--- src/hw/rtl/bpfa_pkg.sv ---
// Shared types and constants for the bitmap page frame allocator.
// Used by every module of the block; depends on nothing.
`default_nettype none

package bpfa_pkg;

  localparam int CNT_W  = 21;
  localparam int PAGE_W = 20;

  localparam logic [1:0] OP_ALLOC  = 2'd0;
  localparam logic [1:0] OP_FREE   = 2'd1;
  localparam logic [1:0] OP_REJECT = 2'd2;

  typedef struct packed {
    logic [1:0]        op;
    logic [PAGE_W-1:0] page;
  } req_t;

  typedef struct packed {
    logic [CNT_W-1:0] limit;
    logic [CNT_W-1:0] reserved;
    logic             init;
  } cfg_t;

endpackage

`default_nettype wire

--- src/hw/rtl/bpfa_queue.sv ---
// Two-entry request queue between the front and back parts.
// Depends on bpfa_pkg for the request type.
`default_nettype none

module bpfa_queue
  import bpfa_pkg::*;
(
  input  wire  clk,
  input  wire  rst_n,
  input  wire  push,
  input  req_t push_data,
  input  wire  pop,
  output logic full,
  output logic valid,
  output req_t head
);

  logic [1:0] cnt_r, cnt_nxt;
  req_t       e0_r, e0_nxt;
  req_t       e1_r, e1_nxt;

  assign full  = (cnt_r == 2'd2);
  assign valid = (cnt_r != 2'd0);
  assign head  = e0_r;

  always_comb begin
    cnt_nxt = cnt_r;
    e0_nxt  = e0_r;
    e1_nxt  = e1_r;
    if (pop) begin
      e0_nxt = e1_r;
    end
    if (push) begin
      if ((cnt_r == 2'd0) || ((cnt_r == 2'd1) && pop)) begin
        e0_nxt = push_data;
      end else begin
        e1_nxt = push_data;
      end
    end
    if (push && !pop) begin
      cnt_nxt = cnt_r + 2'd1;
    end else if (pop && !push) begin
      cnt_nxt = cnt_r - 2'd1;
    end
  end

  always_ff @(posedge clk) begin
    if (!rst_n) begin
      cnt_r <= 2'd0;
    end else begin
      cnt_r <= cnt_nxt;
    end
    e0_r <= e0_nxt;
    e1_r <= e1_nxt;
  end

endmodule

`default_nettype wire

--- config.mk ---
export PLATFORM = sky130hd
export DESIGN_NAME = bpfa_queue
export DESIGN_NICKNAME = d
export VERILOG_FILES = /design/src/hw/rtl/bpfa_pkg.sv /design/src/hw/rtl/bpfa_queue.sv
export SDC_FILE = /design/constraint.sdc
export NUM_CORES = 1
export LEC_CHECK = 0
export ABC_AREA = 1
export ABC_CLOCK_PERIOD_IN_PS = 5030
export BUFFER_PORTS_ARGS = -buffer_cell sky130_fd_sc_hd__buf_2
export CORE_MARGIN = 2
export CORE_UTILIZATION = 35
export DETAILED_ROUTE_END_ITERATION = 12
export PLACE_DENSITY_LB_ADDON = 0.12
export SLEW_MARGIN = 20
export SYNTH_ARGS = -nofsm -noshare
export SYNTH_HDL_FRONTEND = slang
export SYNTH_SLANG_ARGS = --single-unit
--- constraint.sdc ---
create_clock -name clk -period 5.03 [get_ports clk]
set_input_delay 0 -clock clk [delete_from_list [all_inputs] [get_ports clk]]
set_output_delay 0 -clock clk [all_outputs]
set_load 0.02 [all_outputs]
==> results.json <==
{
  "drc": 0,
  "min_period_ps": 1980,
  "antenna_found_initial": 0,
  "p_per_area_nw_per_um2": 357,
  "setup_tns_ps": 0,
  "grt-ovfl-total": 0,
  "final_core_util_pct": 47.9,
  "grt_max_degree": 26,
  "required_ps": 5210,
  "status": "complete, no violations",
  "r2r_cells": 7,
  "crit_chain": "inv_1 > ha_1 > nand2_1 > nand2_2 > nand2_1 > nand2_1 > nand2_1",
  "root_buffer": "clkbuf_8",
  "place_congestion": 0.710,
  "post-route-period-util_pct": 39.4,
  "grt_pass1_wl_um": 6730,
  "path_buf_inv": 1,
  "internal_power_mw": 0.612,
  "post_cts_buffers": 0,
  "fin_worst_skew_ps": 5.43,
  "viasPerCell": 4.30,
  "synthMuxAreaShare_pct": 0,
  "num_vias": 1513,
  "die_height_um": 76.7,
  "multi_input_area_um2": 627,
  "cp_num_cells": 7,
  "leakagePower_nw": 1.22,
  "startpoint_type": "flip-flop",
  "initial_utilization_pct": 36.2,
  "syn_to_final_growth_pct": 32.5,
  "cp_slowest_cell": "nand2_1",
  "hold_class": "primary input to flip-flop",
  "synthSimpleGateAreaFrac_pct": 30.1,
  "min_delay_path_depth": 3,
  "drive_above_1_share_pct": 20.2,
  "yosysWarnings": 0,
  "synthXorXnorAreaFrac_pct": 0,
  "postRouteWirelength_um": 3990,
  "core_um2": 5110,
  "clkLatencyLatePin_ps": 290,
  "max_freq_mhz": 505,
  "cp.arrival_ps": 2160,
  "synth_seq_cells": 46,
  "cp_common_cell": "nand2_1",
  "post_drt_wl_per_cell_um": 11.3,
  "critPathTopFamily": "simple AND/OR/NAND/NOR gates",
  "pwr-share-seq_pct": 52.8,
  "synth.avg_cell_area_um2": 8.72,
  "dp_hpwl_um": 2390,
  "setup_viol": 0,
  "switching_share_pct": 30.1,
  "stdcell_area_um2": 2450,
  "antenna_cells": 0,
  "first_global_vias": 1463,
  "cts_tree": "yes",
  "placed_area_um2": 2140,
  "clock-sinks": 46,
  "path_class": "flip-flop to flip-flop",
  "ir_drop_mv": 0.220,
  "rsz0062_at_grt": "false",
  "cts.path.max_buffers": 2,
  "cts_buffers": 5,
  "die_w_um": 76.7,
  "syn-num-nets": 242,
  "port_buffers": 49,
  "total_power_mw": 0.875,
  "hold_violations": 0,
  "syn_inst": 212,
  "final_antenna_net_count": 0,
  "path_clk_slew_ps": 80,
  "synth_compound_area_share_pct": 0.948,
  "synth_top_family_by_area": "simple AND/OR/NAND/NOR gates",
  "dp.cells": 322,
  "grtUsageTotal_pct": 14.5,
  "cts_resized": 0,
  "fin_cells": 352,
  "critPathMaxStageDelay_ps": 600,
  "slew_headroom_pct": 47.7,
  "cap_violations": 0,
  "power_frac_comb_pct": 23.3,
  "endpoint_kind": "flip-flop",
  "seqCellArea_um2": 1140,
  "power.switching_mw": 0.263,
  "timing.final.max_slew_violations": 0,
  "pin_count": 50,
  "rows": 26,
  "drt_iter0_markers": 88,
  "tightestPinTransition_ps": 784,
  "path_max_fanout": 24,
  "firstDrtPassIters": 4,
  "synth-seq-area-share_pct": 61.7,
  "dieArea_um2": 5880,
  "synth_fa_ha_area_share_pct": 2.71,
  "clkPwrFrac_pct": 23.8,
  "synthesis.area_um2": 1850,
  "htreeDepth": 2,
  "layout.nets": 312,
  "synth_cell_types": 13,
  "fillerInstances": 513
}
## stage by stage
stage | setup slack [ps] | hold WS (ps)
CTS | 3020 | 200
global route | 2780 | 226
detailed placement | 3040 | 196
floorplan | 2650 | 98.9
finish | 3050 | 206
global placement | 3050 | 198
## final timing paths
path / from / end / slack, ps
setup reg to reg: cnt_r[1]$_SDFFE_PN0P_ / head[2]$_DFF_P_ / 3050
setup / recovery: cnt_r[1]$_SDFFE_PN0P_ / head[2]$_DFF_P_ / 3050
hold / removal: push / head[21]$_DFF_P_ / 210
hold reg to reg: e1_r[16]$_DFFE_PP_ / head[16]$_DFF_P_ / 530
## layout by cell type (no fill, tap or decap)
cell type        n
clkbuf_8         5
buf_2           49
a21oi_1          1
buf_4            1
ha_1             4
nand2_1        115
inv_1            9
nor2_2           1
edfxtp_1        22
dfxtp_1         24
nand3_1         23
dlygate4sd3_1   23
a21boi_0         1
o21ai_0          1
clkbuf_1         2
nand2_2          1
## cells by family (layout without fill, tap and decap cells)
group	after synthesis	count (layout)
buf+inv	19	89
simple gates	140	140
compound gates	3	3
fa+ha+maj	4	4
flops	46	46
## state kept, by name (all words and copies together) (netlist names)
name   count
e1_r      22
head      22
cnt_r      2
## per-layer routing
layer | vias to the layer above | GRT usage [%] | wire length [µm]
met5 | - | 0 | 0
met4 | 0 | 5.09 | 46
met2 | 40 | 23.8 | 1880
met1 | 657 | 18.6 | 1880
li1 | 811 | - | -
met3 | 5 | 3.53 | 171
## power by group through the flow
stage	sequential, mW	combinational [mW]	clock, mW
finish	0.462	0.204	0.208
global route	0.469	0.231	0.235
CTS	0.463	0.208	0.217
floorplan	0.510	0.0884	0
global placement	0.471	0.192	0
detailed placement	0.471	0.194	0
## synth_stat cells
cell / count / area [µm²]
nand2_1: 115 / 432
dfxtp_1: 24 / 480
nand3_1: 23 / 115
edfxtp_1: 22 / 661
buf_2: 9 / 45.0
inv_1: 9 / 33.8
ha_1: 4 / 50.1
a21boi_0: 1 / 7.51
a21oi_1: 1 / 5.00
clkbuf_1: 1 / 3.75
nand2_2: 1 / 6.26
nor2_1: 1 / 3.75
o21ai_0: 1 / 5.00
## cell type report
type / instances / area share [%]
clock buffers: 7 / 3.12
inverters: 9 / 1.38
multi-input cells: 147 / 25.6
flip-flops and latches: 46 / 46.6
well taps: 70 / 3.58
repair buffers: 73 / 19.7
## timing repair
item / 4_1_cts / 5_1_grt
setup endpoints to repair: 0 / 0
endpoints found under the hold margin: 45 / 0
hold buffers: 23 / 0
## worst min-delay path, cell delays in order
cell and delay [ps]:
buf_2 250, nand3_1 150, nand2_1 50
Note: power is estimated with default switching activity, not from simulation.
