===== config.mk =====
export PLATFORM = sky130hd
export DESIGN_NAME = bpfa_front
export DESIGN_NICKNAME = d
export VERILOG_FILES = /design/src/hw/rtl/bpfa_pkg.sv /design/src/hw/rtl/bpfa_front.sv
export SDC_FILE = /design/constraint.sdc
export NUM_CORES = 1
export LEC_CHECK = 0
export ABC_AREA = 1
export BUFFER_PORTS_ARGS = -buffer_cell sky130_fd_sc_hd__buf_2
export CELL_PAD_IN_SITES_DETAIL_PLACEMENT = 0
export CELL_PAD_IN_SITES_GLOBAL_PLACEMENT = 1
export CORE_MARGIN = 1.5
export CORE_UTILIZATION = 24
export DETAILED_ROUTE_END_ITERATION = 12
export PLACE_DENSITY = 0.82
export SETUP_SLACK_MARGIN = 0.15
export SLEW_MARGIN = 20
export SYNTH_ARGS = -nofsm -noshare
export SYNTH_HDL_FRONTEND = slang
export SYNTH_SLANG_ARGS = --single-unit
export TNS_END_PERCENT = 5

===== constraint.sdc =====
create_clock -name clk -period 2.45 [get_ports clk]
set_clock_uncertainty 0.05 [all_clocks]
set_input_delay 0 -clock clk [delete_from_list [all_inputs] [get_ports clk]]
set_output_delay 0 -clock clk [all_outputs]
set_load 0.1 [all_outputs]

===== src/hw/rtl/bpfa_pkg.sv =====
// Shared types and constants for the bitmap page frame allocator.
// Used by every module of the block; depends on nothing.
`default_nettype none

package bpfa_pkg;

  localparam int CNT_W  = 21;
  localparam int PAGE_W = 20;

  localparam logic [1:0] OP_ALLOC  = 2'd0;
  localparam logic [1:0] OP_FREE   = 2'd1;
  localparam logic [1:0] OP_REJECT = 2'd2;

  typedef struct packed {
    logic [1:0]        op;
    logic [PAGE_W-1:0] page;
  } req_t;

  typedef struct packed {
    logic [CNT_W-1:0] limit;
    logic [CNT_W-1:0] reserved;
    logic             init;
  } cfg_t;

endpackage

`default_nettype wire


===== src/hw/rtl/bpfa_front.sv =====
// Front part: accepts requests and classifies them as allocate, free or reject.
// Depends on bpfa_pkg for the request type and operation codes.
`default_nettype none

module bpfa_front
  import bpfa_pkg::*;
(
  input  wire                clk,
  input  wire                rst_n,
  input  wire                in_valid,
  output logic               in_stall,
  input  wire                in_func,
  input  wire   [PAGE_W-1:0] in_page,
  input  wire   [CNT_W-1:0]  limit,
  input  wire                clearing,
  input  wire                q_full,
  output logic               push,
  output req_t               push_data
);

  logic seen_r;

  assign in_stall = clearing || q_full || !seen_r;
  assign push     = in_valid && !in_stall;

  always_comb begin
    push_data.page = in_page;
    if (!in_func) begin
      push_data.op = OP_ALLOC;
    end else if ({1'b0, in_page} < limit) begin
      push_data.op = OP_FREE;
    end else begin
      push_data.op = OP_REJECT;
    end
  end

  // Holds off requests while seen_r is low after reset, until the clearing pass is visible.
  always_ff @(posedge clk) begin
    if (!rst_n) begin
      seen_r <= 1'b0;
    end else begin
      seen_r <= 1'b1;
    end
  end

endmodule

`default_nettype wire


==> impl_metrics.env, run 1 <==
export IMPL_grt_max_degree=4
export IMPL_nets=253
export IMPL_tightest_slew_ns=0.493
export IMPL_grt_pass1_vias=679
export IMPL_place_area_mm2=0.00104
export IMPL_core_area_mm2=0.00308
export IMPL_largest_reg_flops=1
export IMPL_finalHoldViolations=0
export IMPL_ys_types=11
export IMPL_io_buffers=70
export IMPL_synth_area_um2=785
export IMPL_status="complete, no violations"
export IMPL_finalWirelength_um=1490
export IMPL_cp_num_cells=10
export IMPL_post_place_ws_ns=0.930
export IMPL_switchingPower_uw=221
export IMPL_p_sw_share_pct=70.8
export IMPL_synthCells=135
export IMPL_crit_fanout=2
export IMPL_drc_errors=0
export IMPL_cp_cell_sequence="buf_2, ha_1, nand2_1, inv_1, a21oi_1, nand2_1, nand2_1, nand3_1, nor2_1, buf_2"
export IMPL_start_util_pct=25.5
export IMPL_grt_overflow=0
export IMPL_critPathLaunch="in_page[12]"
export IMPL_worstSetupStartpointType="input port"
export IMPL_clk_pin_slew_ns=0
export IMPL_required_ns=2.40
export IMPL_ys_seq_area_share_pct=2.55
export IMPL_clkPwrFrac_pct=0
export IMPL_gp_congestion=0.654
export IMPL_p_int_uw=91.3
export IMPL_synth_nets=201
export IMPL_slowest_delay_ns=0.43
export IMPL_drive_gt1_share_pct=41.1
export IMPL_drv_cap=0
export IMPL_yosys_warnings=0
export IMPL_via_count=845
export IMPL_setup_viol=0
export IMPL_design_area_mm2=0.00104
export IMPL_drtIter0Drc=10
export IMPL_cp_endpoint="push_data[20]"
export IMPL_post_drt_wl_per_cell_um=6.52
export IMPL_ant_nets=0
export IMPL_hold_path_class="in2reg"
export IMPL_period_needed_ns=1.50
export IMPL_peakVddDrop_v=0.000139
export IMPL_hold_buffers=0
export IMPL_area_growth_pct=32.9
export IMPL_pwr_share_comb_pct=94.3
export IMPL_whs_ns=0.0529
export IMPL_power_density_mw_per_mm2=300
export IMPL_grt_pass1_wl_um=2370
export IMPL_crit_path_end_kind="output pin"
export IMPL_slew_viol_final=0
export IMPL_crit_arrival_ns=1.45
export IMPL_post_cts_resized=0
export IMPL_post_route_period_util_pct=61.2
export IMPL_slew_headroom_pct=67.4
export IMPL_pin_count=71
export IMPL_antennaDiodeCount=0
export IMPL_hold_start="rst_n"
export IMPL_fin_ws_ns=0.952
export IMPL_dp_hpwl_um=1450
export IMPL_layout_commonest_cell="buf_2"
export IMPL_utilization_pct=33.9
export IMPL_grt_use_total_pct=7.77
export IMPL_die_h_um=60.2
export IMPL_yosys_register_bits=1
export IMPL_avgSynthCellArea_um2=5.81
export IMPL_fmax_ghz=0.667
export IMPL_rsz0062_at_grt="false"
export IMPL_rows=20
export IMPL_largest_register="seen_r"
export IMPL_worst_path_most_repeated_cell="nand2_1"
export IMPL_final_cell_mix="buf_2 (70), nand2_1 (38), inv_1 (34)"
export IMPL_reg_largest_list="seen_r x1"
export IMPL_fin_setup_tns_ns=0
export IMPL_cts_setup_buffers=0
export IMPL_avgViaCountPerCell=3.69
export IMPL_crit_buf_inv=3
export IMPL_antenna_found_initial=0
export IMPL_whs_path_depth=1
export IMPL_worstSetupPathType="in2out"
export IMPL_seqPwrFrac_pct=5.7
export IMPL_leakage_uw=0.000752
export IMPL_crit_slowest_cell="buf_2"
export IMPL_cp_top_family="buffers and inverters"
export IMPL_dieArea_mm2=0.00362
export IMPL_die_w_um=60.2
export IMPL_drt_first_pass_iters=2
[cell usage after synthesis]
| cell type | instances | area share [%] |
|---|---|---|
| dfxtp_1 | 1 | 2.6 |
| nand3_1 | 2 | 1.3 |
| nand2_2 | 2 | 1.6 |
| nor2_1 | 10 | 4.8 |
| nor2_2 | 2 | 1.6 |
| a21oi_1 | 6 | 3.8 |
| inv_2 | 1 | 0.48 |
| nand2_1 | 38 | 18 |
| ha_1 | 19 | 30 |
| inv_1 | 34 | 16 |
| buf_4 | 20 | 19 |
[worst min-delay path by stage]
stage | endpoint | slack [ns]
CTS | seen_r | 0.05
detailed placement | seen_r | 0.05
global placement | seen_r | 0.05
finish | seen_r | 0.05
floorplan | seen_r | -0.02
global route | seen_r | 0.06
[layer usage]
layer  up-vias  share of wire (%)  global-route usage (%)
met5         -                  0                       0
met4         0                  0                       0
met3         0                 10                       0
met2        44                 45                    15.2
met1       323                 44                    9.97
li1        478                  -                       -
[area by class of cell]
class	instances	area, um^2
sequential	1	20.0
timing repair buffer	70	350
fill	377	2040
tap	44	55.1
inverter	35	131
multi-input combinational	79	485
[through the flow]
step	power, uW	cells
after floorplan	268	135
after global placement	315	229
after detailed placement	315	229
after CTS	316	229
after global routing	338	229
final	312	229
[cell families after synthesis]
| kind of cell | synth area share [%] |
|---|---|
| buf+inv | 35.9 |
| simple gates | 27.4 |
| fa+ha+maj | 30.3 |
| compound gates | 3.83 |
| flops | 2.55 |
[power groups by stage]
| stage | clock (uW) | sequential [uW] | combinational (uW) |
|---|---|---|---|
| 2_1_floorplan | 0 | 17.7 | 251 |
| 3_3_place_gp | 0 | 17.7 | 297 |
| 3_5_place_dp | 0 | 17.7 | 297 |
| 4_1_cts | 0 | 17.7 | 298 |
| 5_1_grt | 0 | 17.7 | 320 |
| 6_report | 0 | 17.7 | 295 |
No activity file was read; power rests on OpenSTA's default activity.
==> inputs of run 2 (changes only) <==
--- a/config.mk
+++ b/config.mk
@@ -5,14 +5,14 @@
 export SDC_FILE = /design/constraint.sdc
 export NUM_CORES = 1
 export LEC_CHECK = 0
-export ABC_AREA = 1
+export ABC_AREA = 0
 export BUFFER_PORTS_ARGS = -buffer_cell sky130_fd_sc_hd__buf_2
 export CELL_PAD_IN_SITES_DETAIL_PLACEMENT = 0
 export CELL_PAD_IN_SITES_GLOBAL_PLACEMENT = 1
 export CORE_MARGIN = 1.5
-export CORE_UTILIZATION = 24
+export CORE_UTILIZATION = 20
 export DETAILED_ROUTE_END_ITERATION = 12
-export PLACE_DENSITY = 0.82
+export PLACE_DENSITY = 0.72
 export SETUP_SLACK_MARGIN = 0.15
 export SLEW_MARGIN = 20
 export SYNTH_ARGS = -nofsm -noshare
==> constraint.sdc (replaced) <==
create_clock -name clk -period 1.3 [get_ports clk]
set_clock_uncertainty 0.05 [all_clocks]
set_input_delay 0 -clock clk [delete_from_list [all_inputs] [get_ports clk]]
set_output_delay 0 -clock clk [all_outputs]
set_load 0.1 [all_outputs]
==> impl_metrics.env, run 2 <==
export IMPL_fill_cells=382
export IMPL_clk_pin_slew_ns=0
export IMPL_slew_headroom_pct=67.4
export IMPL_period_needed_ns=1.69
export IMPL_drc_errors=0
export IMPL_ys_flop_type="dfxtp_1"
export IMPL_crit_path_end_kind="output pin"
export IMPL_finalWirelength_um=1750
export IMPL_antennaDiodeCount=0
export IMPL_avgViaCountPerCell=4.09
export IMPL_pin_count=71
export IMPL_power_uw=705
export IMPL_yosys_register_bits=1
export IMPL_hold_start="rst_n"
export IMPL_core_area_mm2=0.00342
export IMPL_synth_area_um2=727
export IMPL_worstSetupStartpointType="input port"
export IMPL_io_buffers=70
export IMPL_synth_edf_count=0
export IMPL_crit_arrival_ns=1.64
export IMPL_grt_max_degree=4
export IMPL_area_growth_pct=78.7
export IMPL_finalHoldViolations=0
export IMPL_leakage_uw=0.000687
export IMPL_drive_gt1_share_pct=62.6
export IMPL_gp_congestion=0.755
export IMPL_synth_most_common_cell="inv_1"
export IMPL_slew_viol_final=0
export IMPL_peakVddDrop_v=0.000200
export IMPL_ys_seq_area_share_pct=2.75
export IMPL_hold_buffers=0
export IMPL_layout_commonest_cell="buf_2"
export IMPL_nets=223
export IMPL_fin_ws_ns=-0.389
export IMPL_post_drt_wl_per_cell_um=8.68
export IMPL_async_flop_share_pct=0
export IMPL_reg_largest_list="seen_r x1"
export IMPL_power_density_mw_per_mm2=543
export IMPL_grt_pass1_wl_um=2880
export IMPL_synthCells=98
export IMPL_final_cells=201
export IMPL_fmax_ghz=0.592
export IMPL_worstSetupPathType="in2out"
export IMPL_ant_nets=0
export IMPL_drt_first_pass_iters=2
export IMPL_failed_checks="negative setup slack"
export IMPL_dp_cells=201
export IMPL_via_count=823
export IMPL_post_route_period_util_pct=130
export IMPL_largest_reg_flops=1
export IMPL_start_util_pct=21.3
export IMPL_drtIter0Drc=19
export IMPL_critPathLaunch="limit[19]"
export IMPL_avgSynthCellArea_um2=7.42
export IMPL_rows=21
export IMPL_ys_types=27
export IMPL_dp_hpwl_um=1690
export IMPL_required_ns=1.25
export IMPL_dieArea_mm2=0.00401
export IMPL_grt_overflow=0
export IMPL_die_w_um=63.3
export IMPL_die_h_um=63.3
export IMPL_yosys_warnings=0
export IMPL_largest_register="seen_r"
export IMPL_crit_fanout=3
export IMPL_synth_nets=164
export IMPL_drv_cap=0
export IMPL_final_cell_mix="buf_2 (55), inv_1 (14), ha_1 (12), buf_6 (12)"
export IMPL_whs_path_depth=1
export IMPL_synth_top_area_cell="ha_1"
export IMPL_whs_ns=0.0563
export IMPL_grt_pass1_vias=758
export IMPL_hold_path_class="in2reg"
export IMPL_synth_top_cells_by_area="ha_1 (33%), buf_4 (21%), inv_1 (11%), a21oi_1 (4.1%), nand4b_4 (3.3%)"
export IMPL_rsz0062_at_grt="true"
export IMPL_tightest_slew_ns=0.493
export IMPL_synth_top_area_share_pct=32.7
export IMPL_grt_use_total_pct=8.21
export IMPL_synth_common_cells="inv_1 (21), buf_4 (20), ha_1 (19)"
export IMPL_setup_viol=2
export IMPL_antenna_found_initial=0
export IMPL_status="finished with violations"
-- run 2: changes by cell type after synthesis, sizes merged, moves of 2 or more --
cell	previous run	this run
nand4	0	2
inv	35	21
nor2	12	3
a211oi	0	2
nand2	40	4
o21ai	0	3
or3	0	2
-- run 2: what timing repair did --
action / 4_1_cts / 5_1_grt
setup endpoints to repair: 2 / 2
gates resized for setup: 20 / 1
pin swaps: 3 / 0
setup buffers: 0 / 0
cloned: 0 / 0
-- run 2: per-stage QoR --
| stage | TNS [ns] | worst slack [ns] | area (um^2) | utilization (%) |
|---|---|---|---|---|
| global placement | -1.03 | -0.538 | 1200 | 35.1 |
| CTS | -0.765 | -0.405 | 1290 | 37.8 |
| floorplan | -0.966 | -0.519 | 873 | - |
| global route | -0.852 | -0.448 | 1300 | 38.0 |
| finish | -0.734 | -0.389 | 1300 | 38.0 |
| detailed placement | -1.08 | -0.568 | 1200 | 35.1 |
-- run 2: final timing paths --
kind | to
worst max-delay path | push_data[21]
worst min-delay path | seen_r
-- run 2: area by class of cell --
cell class | instances | area (um^2) | area share, %
inverter | 22 | 116 | 8.96
multi-input combinational | 55 | 587 | 45.2
sequential | 1 | 20.0 | 1.54
tap | 46 | 57.6 | 4.43
timing repair buffer | 77 | 518 | 39.9
-- run 2: cell families after synthesis --
family                     Yosys count  synth area share, %
buffers and inverters               42                 32.2
adders and majority gates           19                 32.7
and+or+nand+nor                     18                 16.0
AOI/OAI and AO/OA                   18                 16.4
DFF                                  1                 2.75
-- run 2: worst max-delay path, stage by stage --
cell and delay [ns]:
buf_8 0.09, inv_12 0.03, ha_4 0.26, nand4b_4 0.10, or3_4 0.35, or4_4 0.43
o221ai_4 0.17, buf_12 0.20
-- run 2: metal layers --
layer	up-vias	GRT usage, %	part of all wire, %
li1	429	-	-
met1	350	9.70	39
met2	44	16.8	52
met3	0	0.714	9.6
met4	0	0	0
met5	-	0	0
-- run 2: power by group --
group | switching (uW) | total [uW] | internal (uW)
registers | 0.707 | 33.7 | 33.0
logic | 443 | 671 | 228
clock network | 0 | 0 | 0
total | 443 | 705 | 261
